--- config.mk ---
export PLATFORM = sky130hd
export DESIGN_NAME = loop_event_sequencer
export DESIGN_NICKNAME = d
export VERILOG_FILES = /design/src/rtl/core/les_pkg.sv /design/src/rtl/core/les_ram.sv /design/src/rtl/core/les_datapath.sv /design/src/rtl/core/les_ctrl.sv /design/src/rtl/core/loop_event_sequencer.sv
export SDC_FILE = /design/constraint.sdc
export NUM_CORES = 2
export LEC_CHECK = 0
export BUFFER_PORTS_ARGS = -buffer_cell sky130_fd_sc_hd__buf_2
export CAP_MARGIN = 0
export CORE_ASPECT_RATIO = 1.75
export CORE_UTILIZATION = 25
export CTS_CLUSTER_DIAMETER = 120
export DETAILED_ROUTE_END_ITERATION = 10
export PLACE_DENSITY = 0.4
export SETUP_SLACK_MARGIN = 0.2
export SLEW_MARGIN = 40
export SYNTH_ARGS = -nofsm -noshare
export SYNTH_HDL_FRONTEND = slang
export SYNTH_SLANG_ARGS = --single-unit
--- constraint.sdc ---
create_clock -name clk_i -period 5.31 [get_ports clk_i]
set_clock_uncertainty 0.1 [all_clocks]
set_input_delay 0 -clock clk_i [delete_from_list [all_inputs] [get_ports clk_i]]
set_output_delay 0 -clock clk_i [all_outputs]
set_load 0.02 [all_outputs]
--- src/rtl/core/les_pkg.sv ---
package les_pkg;

  // item operation codes
  localparam logic [1:0] OP_TICK = 2'd0;
  localparam logic [1:0] OP_PLAY = 2'd1;
  localparam logic [1:0] OP_STOP = 2'd2;
  localparam logic [1:0] OP_LOAD = 2'd3;

  // configuration register indexes
  localparam int unsigned CFG_INDEX_W = 2;
  localparam logic [CFG_INDEX_W-1:0] CFG_LOOP_LENGTH = 2'd0;
  localparam logic [CFG_INDEX_W-1:0] CFG_EVENT_COUNT = 2'd1;
  localparam int unsigned CFG_DATA_W = 16;

  // most events one tick may emit
  localparam int unsigned MAX_EMIT = 64;

  // input word
  typedef struct packed {
    logic [1:0]  op;
    logic [31:0] time_code;
    logic        immediately;
    logic [5:0]  load_index;
    logic [15:0] load_time;
    logic [23:0] load_message;
  } les_in_t;

  // result word
  typedef struct packed {
    logic        has_event;
    logic [23:0] midi_message;
    logic        started;
    logic        playing;
    logic        last;
  } les_out_t;

  // controller to datapath commands
  typedef struct packed {
    logic take;
    logic div_step;
    logic boundary;
    logic rd;
    logic advance;
    logic consume;
    logic emit_event;
    logic emit_last;
    logic emit_plain;
    logic finish;
  } les_cmd_t;

  // datapath to controller status
  typedef struct packed {
    logic is_tick;
    logic div_done;
    logic playing;
    logic walk_more;
    logic match;
    logic pending;
    logic out_free;
  } les_sts_t;

endpackage

--- src/rtl/core/les_ram.sv ---
module les_ram #(
  parameter int unsigned WIDTH = 40,
  parameter int unsigned DEPTH = 64
) (
  input  logic                     clk_i,
  input  logic                     we_i,
  input  logic [$clog2(DEPTH)-1:0] waddr_i,
  input  logic [WIDTH-1:0]         wdata_i,
  input  logic                     re_i,
  input  logic [$clog2(DEPTH)-1:0] raddr_i,
  output logic [WIDTH-1:0]         rdata_o
);

  logic [WIDTH-1:0] mem_q [DEPTH];
  logic [WIDTH-1:0] rdata_q;

  // write port
  always_ff @(posedge clk_i) begin
    if (we_i) begin
      mem_q[waddr_i] <= wdata_i;
    end
  end

  // registered read port
  always_ff @(posedge clk_i) begin
    if (re_i) begin
      rdata_q <= mem_q[raddr_i];
    end
  end

  assign rdata_o = rdata_q;

endmodule

--- src/rtl/core/les_datapath.sv ---
module les_datapath #(
  parameter int unsigned TABLE_DEPTH   = 64,
  parameter int unsigned TIME_WIDTH    = 16,
  parameter int unsigned MESSAGE_WIDTH = 24
) (
  input  logic                               clk_i,
  input  logic                               rst_ni,
  input  les_pkg::les_in_t                   in_word_i,
  input  logic                               cfg_we_i,
  input  logic [les_pkg::CFG_INDEX_W-1:0]    cfg_index_i,
  input  logic [les_pkg::CFG_DATA_W-1:0]     cfg_data_i,
  input  les_pkg::les_cmd_t                  cmd_i,
  output les_pkg::les_sts_t                  sts_o,
  input  logic                               out_stall_i,
  output logic                               out_valid_o,
  output les_pkg::les_out_t                  out_word_o
);
  import les_pkg::*;

  localparam int unsigned IW = $clog2(TABLE_DEPTH);
  localparam int unsigned RW = TIME_WIDTH + MESSAGE_WIDTH;

  logic [15:0]              loop_length_q;
  logic [6:0]               event_count_q;
  logic [IW-1:0]            rp_q, p_q;
  logic                     wait_play_q, wait_stop_q, playing_q, started_q;
  logic                     walking_q, pend_valid_q;
  logic [6:0]               k_q;
  logic [4:0]               div_cnt_q;
  logic [31:0]              tc_q;
  logic [15:0]              rem_q;
  logic [MESSAGE_WIDTH-1:0] pend_msg_q;
  logic                     out_valid_q;
  les_out_t                 out_word_q;

  logic [15:0]              len;
  logic [16:0]              div_trial, div_diff;
  logic [15:0]              rem_next;
  logic [31:0]              cnt32, n32, p32, rp32, time32, pos32, k32;
  logic                     time_lt, time_eq, p_is_last, k_room, walk_more, match;
  logic [IW-1:0]            p_wrap;
  logic                     ram_we;
  logic [RW-1:0]            ram_wdata, ram_rdata;
  logic [31:0]              ld_time_ext, ld_msg_ext, pend_msg_ext;
  logic [TIME_WIDTH-1:0]    rd_time;
  logic [MESSAGE_WIDTH-1:0] rd_msg;
  logic                     out_free;

  // event table
  assign ld_time_ext = 32'(in_word_i.load_time);
  assign ld_msg_ext  = 32'(in_word_i.load_message);
  assign ram_we      = cmd_i.take && (in_word_i.op == OP_LOAD) &&
                       (32'(in_word_i.load_index) < TABLE_DEPTH);
  assign ram_wdata   = {ld_time_ext[TIME_WIDTH-1:0], ld_msg_ext[MESSAGE_WIDTH-1:0]};

  les_ram #(
    .WIDTH (RW),
    .DEPTH (TABLE_DEPTH)
  ) u_table (
    .clk_i   (clk_i),
    .we_i    (ram_we),
    .waddr_i (IW'(in_word_i.load_index)),
    .wdata_i (ram_wdata),
    .re_i    (cmd_i.rd),
    .raddr_i (p_q),
    .rdata_o (ram_rdata)
  );

  assign rd_time = ram_rdata[RW-1:MESSAGE_WIDTH];
  assign rd_msg  = ram_rdata[MESSAGE_WIDTH-1:0];

  // restoring modulo step, one quotient bit per cycle
  assign len       = (loop_length_q == 16'd0) ? 16'd1 : loop_length_q;
  assign div_trial = {rem_q, tc_q[31]};
  assign div_diff  = div_trial - {1'b0, len};
  assign rem_next  = (div_trial >= {1'b0, len}) ? div_diff[15:0] : div_trial[15:0];

  // effective entry count, saturated to the table, zero acting as one
  assign cnt32 = 32'(event_count_q);
  always_comb begin
    if (cnt32 == 32'd0) begin
      n32 = 32'd1;
    end else if (cnt32 > TABLE_DEPTH) begin
      n32 = TABLE_DEPTH;
    end else begin
      n32 = cnt32;
    end
  end

  // walk and match conditions on the entry just read
  assign p32       = 32'(p_q);
  assign rp32      = 32'(rp_q);
  assign time32    = 32'(rd_time);
  assign pos32     = 32'(rem_q);
  assign k32       = 32'(k_q);
  assign time_lt   = time32 < pos32;
  assign time_eq   = time32 == pos32;
  assign p_is_last = p32 == (n32 - 32'd1);
  assign p_wrap    = p_is_last ? '0 : p_q + 1'b1;
  assign k_room    = (k32 < n32) && (k32 < MAX_EMIT);
  assign walk_more = walking_q && !p_is_last && time_lt;
  assign match     = k_room && time_eq;

  assign out_free  = !out_valid_q || !out_stall_i;

  // control and track state
  always_ff @(posedge clk_i or negedge rst_ni) begin
    if (!rst_ni) begin
      loop_length_q <= 16'd1;
      event_count_q <= 7'd1;
      rp_q          <= '0;
      p_q           <= '0;
      wait_play_q   <= 1'b0;
      wait_stop_q   <= 1'b0;
      playing_q     <= 1'b0;
      started_q     <= 1'b0;
      walking_q     <= 1'b0;
      pend_valid_q  <= 1'b0;
      k_q           <= '0;
      div_cnt_q     <= '0;
      out_valid_q   <= 1'b0;
    end else begin
      if (cfg_we_i) begin
        unique case (cfg_index_i)
          CFG_LOOP_LENGTH: loop_length_q <= cfg_data_i;
          CFG_EVENT_COUNT: event_count_q <= cfg_data_i[6:0];
          default: ;
        endcase
      end
      if (cmd_i.take) begin
        started_q <= 1'b0;
        div_cnt_q <= '0;
        unique case (in_word_i.op)
          OP_PLAY: begin
            if (in_word_i.immediately) begin
              playing_q   <= 1'b1;
              wait_play_q <= 1'b0;
            end else begin
              wait_play_q <= 1'b1;
            end
            wait_stop_q <= 1'b0;
          end
          OP_STOP: begin
            if (in_word_i.immediately) begin
              playing_q   <= 1'b0;
              wait_stop_q <= 1'b0;
            end else begin
              wait_stop_q <= 1'b1;
            end
            wait_play_q <= 1'b0;
          end
          OP_TICK, OP_LOAD: ;
          default: ;
        endcase
      end
      if (cmd_i.div_step) begin
        div_cnt_q <= div_cnt_q + 5'd1;
      end
      // loop start: pending play wins over pending stop
      if (cmd_i.boundary) begin
        if (rem_q == 16'd0) begin
          if (wait_play_q) begin
            playing_q   <= 1'b1;
            wait_play_q <= 1'b0;
            started_q   <= 1'b1;
          end else if (wait_stop_q) begin
            playing_q   <= 1'b0;
            wait_stop_q <= 1'b0;
          end
        end
        p_q          <= (rp32 >= n32) ? '0 : rp_q;
        walking_q    <= 1'b1;
        pend_valid_q <= 1'b0;
        k_q          <= '0;
      end
      if (cmd_i.advance) begin
        p_q <= p_q + 1'b1;
      end
      if (cmd_i.consume) begin
        pend_valid_q <= 1'b1;
        k_q          <= k_q + 7'd1;
        p_q          <= p_wrap;
        walking_q    <= 1'b0;
      end
      // finished track returns to the first entry
      if (cmd_i.finish) begin
        rp_q <= (p_is_last && time_lt) ? '0 : p_q;
      end
      if (cmd_i.emit_event || cmd_i.emit_plain) begin
        out_valid_q <= 1'b1;
      end else if (!out_stall_i) begin
        out_valid_q <= 1'b0;
      end
    end
  end

  // payload registers
  assign pend_msg_ext = 32'(pend_msg_q);
  always_ff @(posedge clk_i) begin
    if (cmd_i.take) begin
      tc_q  <= in_word_i.time_code;
      rem_q <= '0;
    end
    if (cmd_i.div_step) begin
      tc_q  <= {tc_q[30:0], 1'b0};
      rem_q <= rem_next;
    end
    if (cmd_i.consume) begin
      pend_msg_q <= rd_msg;
    end
    if (cmd_i.emit_event) begin
      out_word_q.has_event    <= 1'b1;
      out_word_q.midi_message <= pend_msg_ext[23:0];
      out_word_q.started      <= started_q;
      out_word_q.playing      <= playing_q;
      out_word_q.last         <= cmd_i.emit_last;
    end else if (cmd_i.emit_plain) begin
      out_word_q.has_event    <= 1'b0;
      out_word_q.midi_message <= '0;
      out_word_q.started      <= started_q;
      out_word_q.playing      <= playing_q;
      out_word_q.last         <= 1'b1;
    end
  end

  // status back to the controller
  assign sts_o.is_tick   = in_word_i.op == OP_TICK;
  assign sts_o.div_done  = div_cnt_q == 5'd31;
  assign sts_o.playing   = playing_q;
  assign sts_o.walk_more = walk_more;
  assign sts_o.match     = match;
  assign sts_o.pending   = pend_valid_q;
  assign sts_o.out_free  = out_free;

  assign out_valid_o = out_valid_q;
  assign out_word_o  = out_word_q;

endmodule

--- src/rtl/core/les_ctrl.sv ---
module les_ctrl (
  input  logic              clk_i,
  input  logic              rst_ni,
  input  logic              in_valid_i,
  output logic              in_stall_o,
  input  les_pkg::les_sts_t sts_i,
  output les_pkg::les_cmd_t cmd_o
);
  import les_pkg::*;

  localparam logic [2:0] S_IDLE  = 3'd0;
  localparam logic [2:0] S_REPLY = 3'd1;
  localparam logic [2:0] S_DIV   = 3'd2;
  localparam logic [2:0] S_BOUND = 3'd3;
  localparam logic [2:0] S_START = 3'd4;
  localparam logic [2:0] S_RD    = 3'd5;
  localparam logic [2:0] S_CHECK = 3'd6;

  logic [2:0] state_q, state_d;

  // sequencing of one item
  always_comb begin
    cmd_o   = '0;
    state_d = state_q;
    unique case (state_q)
      S_IDLE: begin
        if (in_valid_i) begin
          cmd_o.take = 1'b1;
          state_d    = sts_i.is_tick ? S_DIV : S_REPLY;
        end
      end
      S_REPLY: begin
        if (sts_i.out_free) begin
          cmd_o.emit_plain = 1'b1;
          state_d          = S_IDLE;
        end
      end
      S_DIV: begin
        cmd_o.div_step = 1'b1;
        if (sts_i.div_done) begin
          state_d = S_BOUND;
        end
      end
      S_BOUND: begin
        cmd_o.boundary = 1'b1;
        state_d        = S_START;
      end
      S_START: begin
        if (sts_i.playing) begin
          cmd_o.rd = 1'b1;
          state_d  = S_CHECK;
        end else begin
          state_d = S_REPLY;
        end
      end
      S_RD: begin
        cmd_o.rd = 1'b1;
        state_d  = S_CHECK;
      end
      S_CHECK: begin
        if (sts_i.walk_more) begin
          cmd_o.advance = 1'b1;
          state_d       = S_RD;
        end else if (sts_i.match && !sts_i.pending) begin
          cmd_o.consume = 1'b1;
          state_d       = S_RD;
        end else if (sts_i.match) begin
          // another event follows, so the held one is not the last
          if (sts_i.out_free) begin
            cmd_o.emit_event = 1'b1;
            cmd_o.consume    = 1'b1;
            state_d          = S_RD;
          end
        end else if (sts_i.out_free) begin
          cmd_o.finish = 1'b1;
          if (sts_i.pending) begin
            cmd_o.emit_event = 1'b1;
            cmd_o.emit_last  = 1'b1;
          end else begin
            cmd_o.emit_plain = 1'b1;
          end
          state_d = S_IDLE;
        end
      end
      default: state_d = S_IDLE;
    endcase
  end

  always_ff @(posedge clk_i or negedge rst_ni) begin
    if (!rst_ni) begin
      state_q <= S_IDLE;
    end else begin
      state_q <= state_d;
    end
  end

  assign in_stall_o = state_q != S_IDLE;

endmodule

--- src/rtl/core/loop_event_sequencer.sv ---
// play, stop and load words: one result, issued once the output register is free
// tick words: serial modulo and setup, then a table read for each entry walked past
//   or emitted, and a last step to issue the final result
// one word is in flight at a time; the next is taken once the last result is issued
// reset (async, active low) clears play state, read pointer and output valid, sets
//   loop_length and event_count to 1; the event table holds nothing until loaded
module loop_event_sequencer #(
  parameter int unsigned TABLE_DEPTH   = 64,
  parameter int unsigned TIME_WIDTH    = 16,
  parameter int unsigned MESSAGE_WIDTH = 24
) (
  input  logic                            clk_i,
  input  logic                            rst_ni,
  input  logic                            in_valid_i,
  output logic                            in_stall_o,
  input  les_pkg::les_in_t                in_word_i,
  output logic                            out_valid_o,
  input  logic                            out_stall_i,
  output les_pkg::les_out_t               out_word_o,
  input  logic                            cfg_valid_i,
  output logic                            cfg_ready_o,
  input  logic [les_pkg::CFG_INDEX_W-1:0] cfg_index_i,
  input  logic [les_pkg::CFG_DATA_W-1:0]  cfg_data_i
);
  import les_pkg::*;

  les_cmd_t cmd;
  les_sts_t sts;

  assign cfg_ready_o = 1'b1;

  les_ctrl u_ctrl (
    .clk_i      (clk_i),
    .rst_ni     (rst_ni),
    .in_valid_i (in_valid_i),
    .in_stall_o (in_stall_o),
    .sts_i      (sts),
    .cmd_o      (cmd)
  );

  les_datapath #(
    .TABLE_DEPTH   (TABLE_DEPTH),
    .TIME_WIDTH    (TIME_WIDTH),
    .MESSAGE_WIDTH (MESSAGE_WIDTH)
  ) u_datapath (
    .clk_i       (clk_i),
    .rst_ni      (rst_ni),
    .in_word_i   (in_word_i),
    .cfg_we_i    (cfg_valid_i && cfg_ready_o),
    .cfg_index_i (cfg_index_i),
    .cfg_data_i  (cfg_data_i),
    .cmd_i       (cmd),
    .sts_o       (sts),
    .out_stall_i (out_stall_i),
    .out_valid_o (out_valid_o),
    .out_word_o  (out_word_o)
  );

  // a word without an event carries no message
  assert property (@(posedge clk_i) disable iff (!rst_ni)
    out_valid_o && !out_word_o.has_event |-> out_word_o.midi_message == '0)
    else $error("empty result carries a message");

  // only event results may be followed by more results of the same word
  assert property (@(posedge clk_i) disable iff (!rst_ni)
    out_valid_o && !out_word_o.last |-> out_word_o.has_event)
    else $error("non-final result without event");

  // a quantized start leaves the track playing
  assert property (@(posedge clk_i) disable iff (!rst_ni)
    out_valid_o && out_word_o.started |-> out_word_o.playing)
    else $error("started without playing");

  // one word in flight: taking a word closes the input for the next cycle
  assert property (@(posedge clk_i) disable iff (!rst_ni)
    in_valid_i && !in_stall_o |=> in_stall_o)
    else $error("second word taken while busy");

endmodule

==> summary.md <==
| Metric | Value |
|---|---|
| Overall power after layout | 58.8 mW |
| Routability Congestion | approximately 0.76 |
| Yosys warns | 0 |
| Area growth, synth to finish | 19.6% |
| Run status | finished with violations |
| EDFF count, synth | roughly 2700 |
| Clock root buffer master | sky130_fd_sc_hd__clkbuf_16 |
| Leftover overflow at the end of global routing | 0 |
| Worst r2r dst | u_ctrl.state_q[1] |
| Family of cells with the greatest summed delay on the critical path | simple AND/OR/NAND/NOR gates |
| Number of iterations in the first detailed-routing pass | 8 |
| Count of cells along the worst register-to-register path | 17 |
| Peak per-stage delay on the critical path | 0.57 ns |
| Reg-to-reg setup timing slack | 0.55 ns |
| Die height | a little under 900 um |
| Clock transition at the registers of the reported paths | 0.07 ns |
| Average cell area after synthesis | roughly 23 um^2 |
| Detail Placement HPWL | 201000 um |
| Crit path capture type | flop |
| Power share of the clock group | 32.2% |
| Type of the worst min-delay path | in2async |
| Tightest Pin Transition | 0.878 ns |
| Detail Route Antenna Nets | 0 |
| I/O pin total | around 140 |
| Initial antenna violation count | 24 |
| Max Cap Violations | 0 |
| CTS H-Tree Depth | 5 |
| Finish-stage setup viols | 0 |
| Top flip-flop cell by instance count after synthesis | sky130_fd_sc_hd__edfxtp_1 |
| Switching pwr | between 15 and 20 mW |
| Ranking of synthesized cells by area | sky130_fd_sc_hd__edfxtp_1 (76%), sky130_fd_sc_hd__mux4_2 (17%), sky130_fd_sc_hd__dfrtp_1 (1.3%) |
| Largest vdd supply drop | 0.363 mV |
| Final layout net count | 5337 |
| Wire length of the first global-routing pass | 459000 um |
| Number of hold violations in the final report | 0 |
| TNS Setup | 0 ns |
| Cell type with the largest total area after synthesis | sky130_fd_sc_hd__edfxtp_1 |
| Sequential-to-total area share from yosys stat | between 70 and 80% |
| R2R Path Start | u_datapath.event_count_q[5] |
| Detail-routed net length per standard cell | slightly above 30 um |
| Async set or reset register ratio after synthesis | 2.07% |
| Setup Buffers After CTS | 0 |
| Arrival time at the worst endpoint | ~5.5 ns |
| Sink Count | 2757 |
| Footprint of the multi-input gates | 0.0236 mm^2 |
| Final critical delay including setup and external delays | 4.76 ns |
| Count of distinct cell types in the synthesized netlist | 73 |
| Starting DRT DRC Count | between 3000 and 4000 |
| Site row count | between 300 and 400 |
| Maximum fanout along the worst path | 8 |
| Setup repair after global routing missed its margin | no |
| Period utilisation layout | ~90% |
| Internal power of the cells | approximately 42 mW |
| Total via count in the routed design | 50000 |
| Global-route total usage across every layer | 15.5% |
| Filler cells | about 41000 |
| Share of Yosys cell area claimed by the top area cell type | between 70% and 80% |
| Critical path's slowest cell | sky130_fd_sc_hd__dlygate4sd3_1 |
| Category of the most critical setup path | reg2reg |
| Area of the placeable core | 0.425 mm^2 |
| Leakage | 38.8 nW |
| List of cells traversed by the critical path | nor3_2, a21oi_1, or2_2, ha_1, nand2_1, and4b_1, ha_1, nand2b_1, a21oi_1, nand4_1, a2111oi_4, a311oi_4, nor3_2, nand4_1, dlygate4sd3_1, nand3_1, dlygate4sd3_1 |
| Largest buffer count on any clock path | 4 |
| Pwr dens | 461 mW/mm^2 |
| Flip-flop and latch count after synthesis | approximately 2800 |
| Starting Density | between 20% and 30% |
| Required time worst endpoint | 6.03 ns |
| Insertion delay to the later sink of the worst-skew pair | 0.89 ns |
| Sequential cell area | approximately 0.083 mm^2 |
| Maximum number of pins on one net before global-route repair | 94 |
| Cells after synthesis | 4545 |
| Part of the total power dissipated in sequential elements | 42.7% |
| Buffers & Inverters on Critical Path | 2 |
| Crit start category | flop |
| Final Max Tran Viols | 0 |
| DRC violation count after routing | 2 |
| Total of buffers placed on input and output ports | ~130 |
| Routed Wire Length | 335000 um |
| Layout cells sized above 1 | 31.7% |
| Fraction of power spent switching nets | 28.5% |
| Fmax | ~0.21 GHz |
| Via count of the first global-routing pass | 54200 |
| TritonCTS clock tree | done |
| Violated checks | design-rule violations |
| Normalized max-slew margin | 41.5% |
| Vias per cell | 4.56 |
| Relative contribution of combinational cells to total power | between 20% and 30% |
| TritonCTS Buffers | 268 |
| Syn Std Cell Area | 0.107 mm^2 |
| Die width | 496 um |
| Total die area | 0.429 mm^2 |
| Synth Net Count | 4704 |
[placed cells by master (no fill, tap or decap), types with 13 or more instances in the layout]
cell type and n:
sky130_fd_sc_hd__clkbuf_1 51, sky130_fd_sc_hd__buf_4 170, sky130_fd_sc_hd__clkinv_1 49, sky130_fd_sc_hd__dlygate4sd3_1 198
sky130_fd_sc_hd__buf_2 119, sky130_fd_sc_hd__ha_1 54, sky130_fd_sc_hd__and2_1 29, sky130_fd_sc_hd__mux2i_1 18
sky130_fd_sc_hd__mux2_2 25, sky130_fd_sc_hd__dfrtp_1 50, sky130_fd_sc_hd__a21o_1 14, sky130_fd_sc_hd__nand3_1 23
sky130_fd_sc_hd__nand2b_1 13, sky130_fd_sc_hd__buf_12 88, sky130_fd_sc_hd__nor2_1 44, sky130_fd_sc_hd__edfxtp_1 2698
sky130_fd_sc_hd__bufinv_16 17, sky130_fd_sc_hd__o21ai_0 55, sky130_fd_sc_hd__nor2b_1 17, sky130_fd_sc_hd__clkbuf_16 281
sky130_fd_sc_hd__a21oi_1 43, sky130_fd_sc_hd__nor2_4 65, sky130_fd_sc_hd__clkinv_2 44, sky130_fd_sc_hd__mux4_2 825
sky130_fd_sc_hd__xnor2_1 14, sky130_fd_sc_hd__nand2_1 94, sky130_fd_sc_hd__inv_1 55, sky130_fd_sc_hd__a22o_1 32
[cell families after synthesis]
logic type,Yosys count,synth area share [%]
AO/OA/AOI/OAI,206,1.32
XOR/XNOR,19,0.156
adder cells (fa/ha/maj),55,0.652
buffers and inverters,279,1.07
flip-flops,2757,77.3
multiplexers,868,17.9
other,1,0.00352
AND/OR/NAND/NOR,360,1.61
[metrics by stage]
step                      instances  hold WS (ns)  util [%]  area, um^2  worst slack (ns)
after floorplan                4545        -0.396         -      107000             0.363
after global placement        10300        -0.215      27.5      117000             0.595
after detailed placement      10300        -0.213      27.5      117000             0.707
after CTS                     11000       0.00763      30.0      127000             0.297
after global routing          11000        0.0840      30.0      128000             0.208
final                         11000        0.0743      30.0      128000             0.554
[layer usage]
| layer | vias up | GRT usage [%] | share of wire [%] |
|---|---|---|---|
| li1 | 20700 | - | - |
| met1 | 28100 | 16.9 | 37 |
| met2 | 884 | 30.9 | 58 |
| met3 | 365 | 1.69 | 2.8 |
| met4 | 8 | 4.06 | 2.5 |
| met5 | - | 0 | 0.016 |
[cell usage after synthesis (3+ instances only)]
cell type and number:
sky130_fd_sc_hd__edfxtp_1 2698, sky130_fd_sc_hd__mux4_2 825, sky130_fd_sc_hd__clkbuf_1 135, sky130_fd_sc_hd__nor2_1 108, sky130_fd_sc_hd__nand2_1 98, sky130_fd_sc_hd__buf_2 55, sky130_fd_sc_hd__dfrtp_1 55, sky130_fd_sc_hd__inv_1 55
sky130_fd_sc_hd__o21ai_0 55, sky130_fd_sc_hd__ha_1 54, sky130_fd_sc_hd__a21oi_1 44, sky130_fd_sc_hd__a22o_1 32, sky130_fd_sc_hd__and2_1 30, sky130_fd_sc_hd__buf_1 28, sky130_fd_sc_hd__mux2_2 25, sky130_fd_sc_hd__nand3_1 24
sky130_fd_sc_hd__mux2i_1 18, sky130_fd_sc_hd__nor2b_1 17, sky130_fd_sc_hd__a21o_1 14, sky130_fd_sc_hd__xnor2_1 14, sky130_fd_sc_hd__nand2b_1 13, sky130_fd_sc_hd__nor3_1 13, sky130_fd_sc_hd__a211oi_1 11, sky130_fd_sc_hd__nand4_1 11
sky130_fd_sc_hd__nor4_1 10, sky130_fd_sc_hd__a31oi_1 9, sky130_fd_sc_hd__and3_1 8, sky130_fd_sc_hd__or3_1 7, sky130_fd_sc_hd__nor3b_1 6, sky130_fd_sc_hd__o21a_1 5, sky130_fd_sc_hd__or2_2 5, sky130_fd_sc_hd__xor2_1 5
sky130_fd_sc_hd__nand3b_1 4, sky130_fd_sc_hd__o21ai_1 3
[power groups by stage]
stage / clock network (mW) / logic [mW] / registers [mW]
after floorplan: 0 / 9.60 / 25.3
after global placement: 0 / 14.9 / 25.7
after detailed placement: 0 / 15.1 / 25.6
after CTS: 19.6 / 15.3 / 25.1
after global routing: 20.2 / 15.8 / 25.1
final: 19.0 / 14.8 / 25.1
[worst max-delay path by stage]
stage / from / to / slack (ns) / cells after the start
floorplan: u_datapath.event_count_q[5] / u_datapath.out_word_o[0] / 0.36 / 15
global placement: u_datapath.event_count_q[5] / u_datapath.pend_msg_q[8] / 0.60 / 14
detailed placement: u_datapath.event_count_q[5] / u_datapath.pend_msg_q[18] / 0.71 / 14
CTS: u_datapath.event_count_q[5] / u_ctrl.state_q[1] / 0.30 / 17
global route: u_datapath.event_count_q[5] / u_ctrl.state_q[1] / 0.21 / 17
finish: u_datapath.event_count_q[5] / u_ctrl.state_q[1] / 0.55 / 17
[flip-flops by register name (all words and copies together) (netlist names), 3 cells and up]
name and cells:
u_ctrl.state_q 3, u_datapath.u_table.rdata_o 40, u_datapath.tc_q 32, u_datapath.div_cnt_q 5
u_datapath.loop_length_q 16, u_datapath.out_word_o 28, u_datapath.rp_q 6, u_datapath.pend_msg_q 24
u_datapath.u_table.mem_q 2560, u_datapath.rem_q 16, u_datapath.k_q 7, u_datapath.p_q 6
u_datapath.event_count_q 7
[cell type report]
class,count,share of cell area [%]
flip-flops and latches,2757,64.7
multi-input cells,1509,18.5
inverters,57,0.174
repair buffers,585,4.58
diodes,8,0.0157
well taps,5582,5.48
clock inverters,132,0.878
clock buffers,334,5.69
[worst register-to-register path, cell delays in order, from the launching register on]
cell and delay, ns:
sky130_fd_sc_hd__dfrtp_1 0.47, sky130_fd_sc_hd__nor3_2 0.30, sky130_fd_sc_hd__a21oi_1 0.14, sky130_fd_sc_hd__or2_2 0.32, sky130_fd_sc_hd__ha_1 0.27, sky130_fd_sc_hd__nand2_1 0.07
sky130_fd_sc_hd__and4b_1 0.19, sky130_fd_sc_hd__ha_1 0.19, sky130_fd_sc_hd__nand2b_1 0.14, sky130_fd_sc_hd__a21oi_1 0.14, sky130_fd_sc_hd__nand4_1 0.16, sky130_fd_sc_hd__a2111oi_4 0.40
sky130_fd_sc_hd__a311oi_4 0.24, sky130_fd_sc_hd__nor3_2 0.27, sky130_fd_sc_hd__nand4_1 0.11, sky130_fd_sc_hd__dlygate4sd3_1 0.57, sky130_fd_sc_hd__nand3_1 0.08, sky130_fd_sc_hd__dlygate4sd3_1 0.54
[what timing repair did]
item                                     CTS  global route
hold endpoints to repair                2842             0
gates resized for setup                    0             3
endpoints found under the setup margin     0             1
hold buffers                             198             0
No activity file was read; power rests on OpenSTA's default activity.
